<file path="config.mk">
export PLATFORM = sky130hd
export DESIGN_NAME = mcam_merge
export DESIGN_NICKNAME = d
export VERILOG_FILES = /design/src/design/mcam_pkg.sv /design/src/design/mcam_merge.sv
export SDC_FILE = /design/constraint.sdc
export NUM_CORES = 1
export LEC_CHECK = 0
export BUFFER_PORTS_ARGS = -buffer_cell sky130_fd_sc_hd__buf_2
export CAP_MARGIN = 15
export CORE_UTILIZATION = 63
export CTS_CLUSTER_DIAMETER = 120
export DETAILED_ROUTE_END_ITERATION = 16
export PLACE_DENSITY_LB_ADDON = 0.2
export SLEW_MARGIN = 20
export SYNTH_ARGS = -nofsm -noshare
export SYNTH_HDL_FRONTEND = slang
export SYNTH_SLANG_ARGS = --single-unit
export TNS_END_PERCENT = 100
</file>
<file path="constraint.sdc">
create_clock -name clk_i -period 9.7 [get_ports clk_i]
set_input_delay 0.485 -clock clk_i [delete_from_list [all_inputs] [get_ports clk_i]]
set_output_delay 0.485 -clock clk_i [all_outputs]
set_load 0.01 [all_outputs]
</file>
<file path="src/design/mcam_pkg.sv">
// Shared types, constants and cosine table function for the multi-channel AM modulator.
`default_nettype none

package mcam_pkg;

  localparam int unsigned NUM_FIELDS  = 4;
  localparam int unsigned MOD_W       = 16;
  localparam int unsigned STEP_W      = 32;
  localparam int unsigned LEVEL_W     = 16;
  localparam int unsigned COS_W       = 15;
  localparam int unsigned ENV_W       = 17;
  localparam int unsigned EC_W        = 32;
  localparam int unsigned PROD_W      = 48;
  localparam int unsigned FRAC_SHIFT  = 42;
  localparam int unsigned LIM_W       = 11;
  localparam int unsigned LANE_DEPTH  = 3;
  localparam int unsigned MERGE_DEPTH = 3;
  localparam int unsigned CFG_ADDR_W  = 3;
  localparam int unsigned CFG_DATA_W  = 32;

  localparam logic [LEVEL_W-1:0] LEVEL_RESET = 16'd16384;
  localparam logic [ENV_W-1:0]   ENV_BIAS    = 17'd8192;
  localparam logic [63:0]        HALF_PI_Q30 = 64'd1686629713;

  localparam logic [63:0] COS_DIV [12] = '{
    64'd2, 64'd12, 64'd30, 64'd56, 64'd90, 64'd132,
    64'd182, 64'd240, 64'd306, 64'd380, 64'd462, 64'd552
  };

  typedef enum logic [CFG_ADDR_W-1:0] {
    CFG_STEP_A  = 3'd0,
    CFG_STEP_B  = 3'd1,
    CFG_STEP_C  = 3'd2,
    CFG_STEP_D  = 3'd3,
    CFG_LEVEL_A = 3'd4,
    CFG_LEVEL_B = 3'd5,
    CFG_LEVEL_C = 3'd6,
    CFG_LEVEL_D = 3'd7
  } cfg_idx_e;

  typedef struct packed {
    logic signed [MOD_W-1:0] mod_a;
    logic signed [MOD_W-1:0] mod_b;
    logic signed [MOD_W-1:0] mod_c;
    logic signed [MOD_W-1:0] mod_d;
  } in_t;

  typedef struct packed {
    logic signed [7:0] dac_sample;
    logic              second_copy;
  } out_t;

  typedef struct packed {
    logic adv;
    logic acc;
  } lane_ctrl_t;

  // Quarter-wave cosine entry r of a table with 2^qbits steps, unsigned Q0.15.
  function automatic logic [COS_W-1:0] cos_entry(input int unsigned r,
                                                 input int unsigned qbits);
    logic [63:0] x;
    logic [63:0] x2;
    logic [63:0] term;
    logic [63:0] acc;
    logic [63:0] v;
    x    = (HALF_PI_Q30 * 64'(r)) >> qbits;
    x2   = (x * x) >> 30;
    term = 64'd1 << 30;
    acc  = term;
    for (int n = 1; n <= 12; n++) begin
      term = (term * x2) >> 30;
      term = term / COS_DIV[n-1];
      if (n[0]) begin
        acc = acc - term;
      end else begin
        acc = acc + term;
      end
    end
    v = (acc * 64'd32767 + (64'd1 << 29)) >> 30;
    if (v > 64'd32767) begin
      v = 64'd32767;
    end
    return v[COS_W-1:0];
  endfunction

endpackage

`default_nettype wire

</file>
<file path="src/design/mcam_merge.sv">
// Merge stage: sums the lane products, scales, divides by the channel count and clamps.
`default_nettype none

module mcam_merge #(
  parameter int unsigned CHANNELS = 4
) (
  input  wire                                        clk_i,
  input  wire                                        adv_i,
  input  wire logic signed [mcam_pkg::PROD_W-1:0]    prod_i [CHANNELS],
  output logic signed [7:0]                          sample_o
);

  localparam int unsigned SumW   = mcam_pkg::PROD_W + $clog2(CHANNELS);
  localparam int unsigned ScW    = SumW + 6;
  localparam int unsigned UW     = ScW - mcam_pkg::FRAC_SHIFT;
  localparam int unsigned LimW   = mcam_pkg::LIM_W;
  localparam int unsigned Lim    = 129 * CHANNELS - 1;
  localparam int unsigned DivS   = LimW + $clog2(CHANNELS);
  localparam int unsigned Recip  = ((1 << DivS) + CHANNELS - 1) / CHANNELS;
  localparam int unsigned RecipW = DivS + 1;

  logic signed [SumW-1:0] sum_d;
  logic signed [SumW-1:0] sum_q;
  logic [SumW-1:0]        mag;
  logic [ScW-1:0]         scaled;
  logic [UW-1:0]          quot_hi;
  logic [LimW-1:0]        lim_q;
  logic                   neg_q;
  logic [LimW+RecipW-1:0] recip_prod;
  logic [8:0]             qmag;
  logic signed [7:0]      sample_d;
  logic signed [7:0]      sample_q;

  always_comb begin
    sum_d = '0;
    for (int c = 0; c < CHANNELS; c++) begin
      sum_d = sum_d + SumW'(prod_i[c]);
    end
  end

  always_ff @(posedge clk_i) begin
    if (adv_i) begin
      sum_q <= sum_d;
    end
  end

  assign mag     = sum_q[SumW-1] ? SumW'(-sum_q) : SumW'(sum_q);
  assign scaled  = (ScW'(mag) << 5) + (ScW'(mag) << 4);
  assign quot_hi = scaled[ScW-1:mcam_pkg::FRAC_SHIFT];

  // hold the magnitude just above the clamp point so the divide stays narrow
  always_ff @(posedge clk_i) begin
    if (adv_i) begin
      lim_q <= (quot_hi > UW'(Lim)) ? LimW'(Lim) : quot_hi[LimW-1:0];
      neg_q <= sum_q[SumW-1];
    end
  end

  assign recip_prod = (LimW+RecipW)'(lim_q) * (LimW+RecipW)'(Recip);
  assign qmag       = recip_prod[DivS +: 9];

  always_comb begin
    if (neg_q) begin
      sample_d = 8'(-$signed(qmag));
    end else if (qmag > 9'd127) begin
      sample_d = 8'sd127;
    end else begin
      sample_d = $signed(qmag[7:0]);
    end
  end

  always_ff @(posedge clk_i) begin
    if (adv_i) begin
      sample_q <= sample_d;
    end
  end

  assign sample_o = sample_q;

endmodule

`default_nettype wire

</file>
# Yosys cells after proc, flatten, opt, wreduce, memory -nomap -nowiden
# Index checks and enable logic that the tools add are counted.
[word_totals]
ff_bits = 70
output_inout_bits = 8
wordCells = 15
n_memories = 0
input_bits = 194
ramBits = 0
romBits = 0
latchBits = 0
[classes]
add_sub_neg = 6
muxes = 3
reduce_logical = 0
div = 0
n_shift = 0
n_bitwise = 0
mul = 0
eq_ne = 0
order_cmp = 2
[ops]
columns = ["operator", "n"]
rows = [
  ["$add 55x54->56", 1],
  ["$add 49x48->50", 1],
  ["$add 50x48->50", 1],
  ["$mux 50", 1],
  ["$neg 50->50", 1],
  ["$add 48x48->49", 1],
  ["$mux 8", 2],
  ["$gt 14x10->1 const B", 1],
  ["$gt 9x7->1 const B", 1],
  ["$neg 8->8", 1],
]

# Logic depth before layout (Yosys ltp)
[logic_depth]
ltp_word = 4
depth_mapped = 23
mapped_depth_nobuf = 20

# Least setup slack after synthesis
# No wires, ideal clock.
[synth_path]
path_type = "flip-flop to flip-flop"
start = "register sum_q[49]"
end = "register lim_q[9] (data pin)"
period_less_slack_ps = 5584
setup_time_ps = 259
n_path_buf = 6
path_slack_ps = 4116
arrival_ps = 5325
path_stages_with_launch = 24
t_required_ps = 9441
cell_sequence = "edfxtp_1 buf_1 clkbuf_1 clkbuf_1 buf_1 clkbuf_1 clkbuf_1 o31ai_1 xnor2_1 ha_1 a2111o_1 a41oi_1 o21a_1 o21ai_0 a21boi_0 o211ai_1 a211oi_1 o311ai_1 a41o_1 a211o_1 xnor2_1 and3_1 o221ai_4 or2_1"
[synth_via]
elab_chain_cells = 4
[synth_rtl]
columns = ["element", "line_no", "text"]
rows = [
  ["from (decl)", "mcam_merge.sv:23", "logic signed [SumW-1:0] sum_q;"],
  ["from (signal assigned)", "mcam_merge.sv:43", "sum_q <= sum_d;"],
  ["$neg 50->50", "mcam_merge.sv:47", "assign mag = sum_q[SumW-1] ? SumW'(-sum_q) : SumW'(sum_q);"],
  ["$mux 50 *", "mcam_merge.sv:47", ""],
  ["$add 55x54->56 *", "mcam_merge.sv:48", "assign scaled = (ScW'(mag) << 5) + (ScW'(mag) << 4);"],
  ["$gt 14x10->1", "mcam_merge.sv:54", "lim_q <= (quot_hi > UW'(Lim)) ? LimW'(Lim) : quot_hi[LimW-1:0];"],
  ["to (signal assigned)", "mcam_merge.sv:54", ""],
  ["to (decl)", "mcam_merge.sv:27", "logic [LimW-1:0] lim_q;"],
]
# Every way passes the cells marked *; elsewhere a longest branch is shown, timed or not.
# A chain may end at the register's enable or synchronous reset.

# Worst setup path after layout
[layout_path]
start = "register sum_q[4]"
end = "register lim_q[9] (data pin)"
# Same word-level chain as after synthesis.

==> metrics.md <==
| Metric | Value |
|---|---|
| Synth Area in Compound Gates | around 22% |
| Vias per Instance | 6.20 |
| Outcome | finished, final reports clean |
| Unrepaired setup endpoints after global routing | false |
| Worst-Skew Late Latency | 350 ps |
| DIE HEIGHT | 134 um |
| Slew Limit Fails | 0 |
| Mux contribution to synthesized area | around 1% |
| Crit path launch type | flop |
| Post-synth ARST share | 0% |
| Commonest non-fill, non-tap cell in the layout | buf_2 |
| Largest net degree at the start of global routing | around 70 |
| Hold_buf cts | 0 |
| Final antenna-violating net count | 0 |
| Reg clk slew, reported paths | 60 ps |
| Die area | between 15000 and 20000 um^2 |
| Net Count, Synth | 1567 |
| Non-Filler Instances | around 1600 |
| Final worst slack | 3680 ps |
| PwrDens | 410 nW/um^2 |
| Main combinational cell family by area after synthesis | adder cells |
| Critical Path AT | 6110 ps |
| Critical path fanouts, max | 15 |
| Final design utilization | between 70% and 80% |
| DP Cell Count | 1565 |
| Routed wire length | roughly 26000 um |
| Cell Rows | 48 |
| Synth Area in XOR/XNOR | roughly a tenth |
| CTS tree | built |
| Setup TNS | 0 ps |
| Crit path to | lim_q[9]$_SDFFCE_PN1P_ |
| Remaining global-route overflow | 0 |
| Dpl ws | about 3700 ps |
| Port Buf Inserts | 201 |
| Final worst-path cycle share | 62.1% |
| Post-Syn Instances | 1178 |
| Yosys Warn Count | 0 |
| Most frequent cells in the layout | 201 x buf_2, 98 x ha_1, 97 x fa_1 |
| Post-synth EDFFs | 68 |
| Clock skew | 7.10 ps |
| Setup CP Type | reg2reg |
| Minimum clock period | 6020 ps |
| Peak VDD IR | 0.240 mV |
| Seq cells post-synth | 68 |
| Worst setup EP type | flop |
| Reg2Reg Depth | 17 |
| Reg-to-reg startpoint | sum_q[4]$_DFFE_PP_ |
| Sequential area share after synthesis | 18.5% |
| First-pass GRT wire length | 42800 um |
| DRC | 0 |
| Layout cells sized above 1 | between 10% and 20% |
| Crit path launch | sum_q[4]$_DFFE_PP_ |
| PostCTS Resize Cnt | 0 |
| Worst path required time | 9790 ps |
| Vias in the first global route | approximately 9400 |
| Yosys cell types | 87 |
| Die X | 134 um |
| Ant. Diodes | 0 |
| GRT Total Usage | 29.2% |
| Nets | 1740 |
| Vias | 9795 |
| HP Class | in2reg |
| Initial antenna violation count | 0 |
| R2r setup slk | between 3000 and 4000 ps |
| H-tree depth | 3 |
| Worst slew pin tran | 1090 ps |
| Slew headroom | 26.9% |
| WL per Instance | approximately 16 um |
| Syn Area/Cell | 9.38 um^2 |
| Adder-Cell Fraction of Synth Area | 28.7% |
| Max-Cap Viols | 0 |
| Synthesis-to-finish area growth | 13.3% |
| Starting Density | between 60% and 70% |
| GP Congestion | between 0.8 and 0.9 |
| Clock Sinks | 68 |
| P_leak | approximately 5.2 nW |
| R2r endpoint | lim_q[9]$_SDFFCE_PN1P_ |
| Final Hold Fails | 0 |
| Synth Area in Simple Gates | 15.9% |
| Root Buffer | clkbuf_16 |
| Final HPWL DP | about 21000 um |
| Num CTS Buffers | 9 |
| Ports | 202 |
| Clk buf depth | 2 |
| Postcts setup bufs | 0 |
| Core box area | 17200 um^2 |
| Iter 0 DRT Violations | between 700 and 800 |
| Post-synth top flop | edfxtp_1 |
| Mapped Area | 11100 um^2 |
| Fmax | 0.166 GHz |
| Setup violators final | 0 |
| Initial DRT Pass Iterations | 5 |
## power breakdown
group          switching (mW)  internal (mW)  total, mW
sequential              0.213          0.544      0.757
clock                   0.125          0.225      0.349
combinational            2.30           1.73       4.03
total                    2.63           2.50       5.14
## layer usage
metal / GRT usage, % / share of wire [%] / vias up / wire, um
li1: - / - / 4780 / -
met1: 39.3 / 44 / 4565 / 11300
met2: 49.2 / 47 / 412 / 12100
met3: 4.20 / 6.8 / 38 / 1740
met4: 8.11 / 1.5 / 0 / 389
met5: 0 / 0 / - / 0
## final cells by class
| cell class | instances | area, um^2 |
|---|---|---|
| Tap cell | 225 | 282 |
| Inverter | 52 | 195 |
| Sequential cell | 68 | 2040 |
| Fill cell | 1292 | 4720 |
| Multi-Input combinational cell | 1013 | 8630 |
| Clock buffer | 10 | 229 |
| Clock inverter | 6 | 87.6 |
| Timing Repair Buffer | 207 | 1050 |
## cell usage after synthesis, types with 12 or more instances
cell type | number | area, um^2
ha_1 | 98 | 1230
fa_1 | 97 | 1940
a21oi_1 | 91 | 455
xnor2_1 | 83 | 727
nand2_1 | 76 | 285
edfxtp_1 | 68 | 2040
nor2_1 | 57 | 214
o21ai_0 | 54 | 270
inv_1 | 52 | 195
a21o_1 | 43 | 323
nor3_1 | 42 | 210
xor2_1 | 35 | 307
clkbuf_1 | 34 | 128
nand2b_1 | 20 | 125
a31oi_1 | 18 | 113
nand4_1 | 18 | 113
nand3_1 | 16 | 80.1
nor4_1 | 16 | 100
o211ai_1 | 16 | 120
nor2b_1 | 13 | 81.3
a211oi_1 | 12 | 90.1
o41ai_1 | 12 | 105
## worst min path at each step
stage,start,to,slack [ps],cells past startpoint
6_report,prod_i[144],sum_q[0]$_DFFE_PP_,450,2
5_1_grt,prod_i[144],sum_q[0]$_DFFE_PP_,460,2
4_1_cts,prod_i[144],sum_q[0]$_DFFE_PP_,450,2
3_5_place_dp,lim_q[2]$_SDFFCE_PN0P_,sample_o[0]$_DFFE_PP_,630,2
3_3_place_gp,lim_q[2]$_SDFFCE_PN0P_,sample_o[0]$_DFFE_PP_,600,2
2_1_floorplan,sum_q[49]$_DFFE_PP_,neg_q$_DFFE_PP_,500,0
## cells by family after synthesis
group / after synthesis
DFF: 68
AOI/OAI and AO/OA: 354
and+or+nand+nor: 330
adders and majority gates: 195
buffers and inverters: 97
xor gates and xnor gates: 122
other: 1
muxes: 11
## per-stage QoR
| stage | power [mW] | hold slack (ps) | cell area (um^2) |
|---|---|---|---|
| 4_1_cts | 5.09 | 446 | 12500 |
| 5_1_grt | 5.61 | 457 | 12500 |
| 6_report | 5.14 | 450 | 12500 |
| 3_3_place_gp | 4.62 | 598 | 12200 |
| 2_1_floorplan | 3.85 | 503 | 11100 |
| 3_5_place_dp | 4.70 | 633 | 12200 |
## critical path, cell delays in order, from the launching register on
cell,delay (ps)
edfxtp_1,450
or4_1,800
or4_4,710
or4_1,670
o41ai_2,310
xnor2_1,240
inv_1,110
ha_1,350
nor2b_1,150
a221oi_2,260
and2_1,170
o311ai_1,120
and2_4,180
a21boi_1,180
o21ai_0,100
a311oi_1,470
o221ai_4,240
or2_1,260
## registers in the layout, indices dropped and copies added (netlist names)
| register | count |
|---|---|
| neg_q | 1 |
| sum_q | 50 |
| sample_o | 8 |
| lim_q | 9 |
No activity file was read; power rests on OpenSTA's default activity.
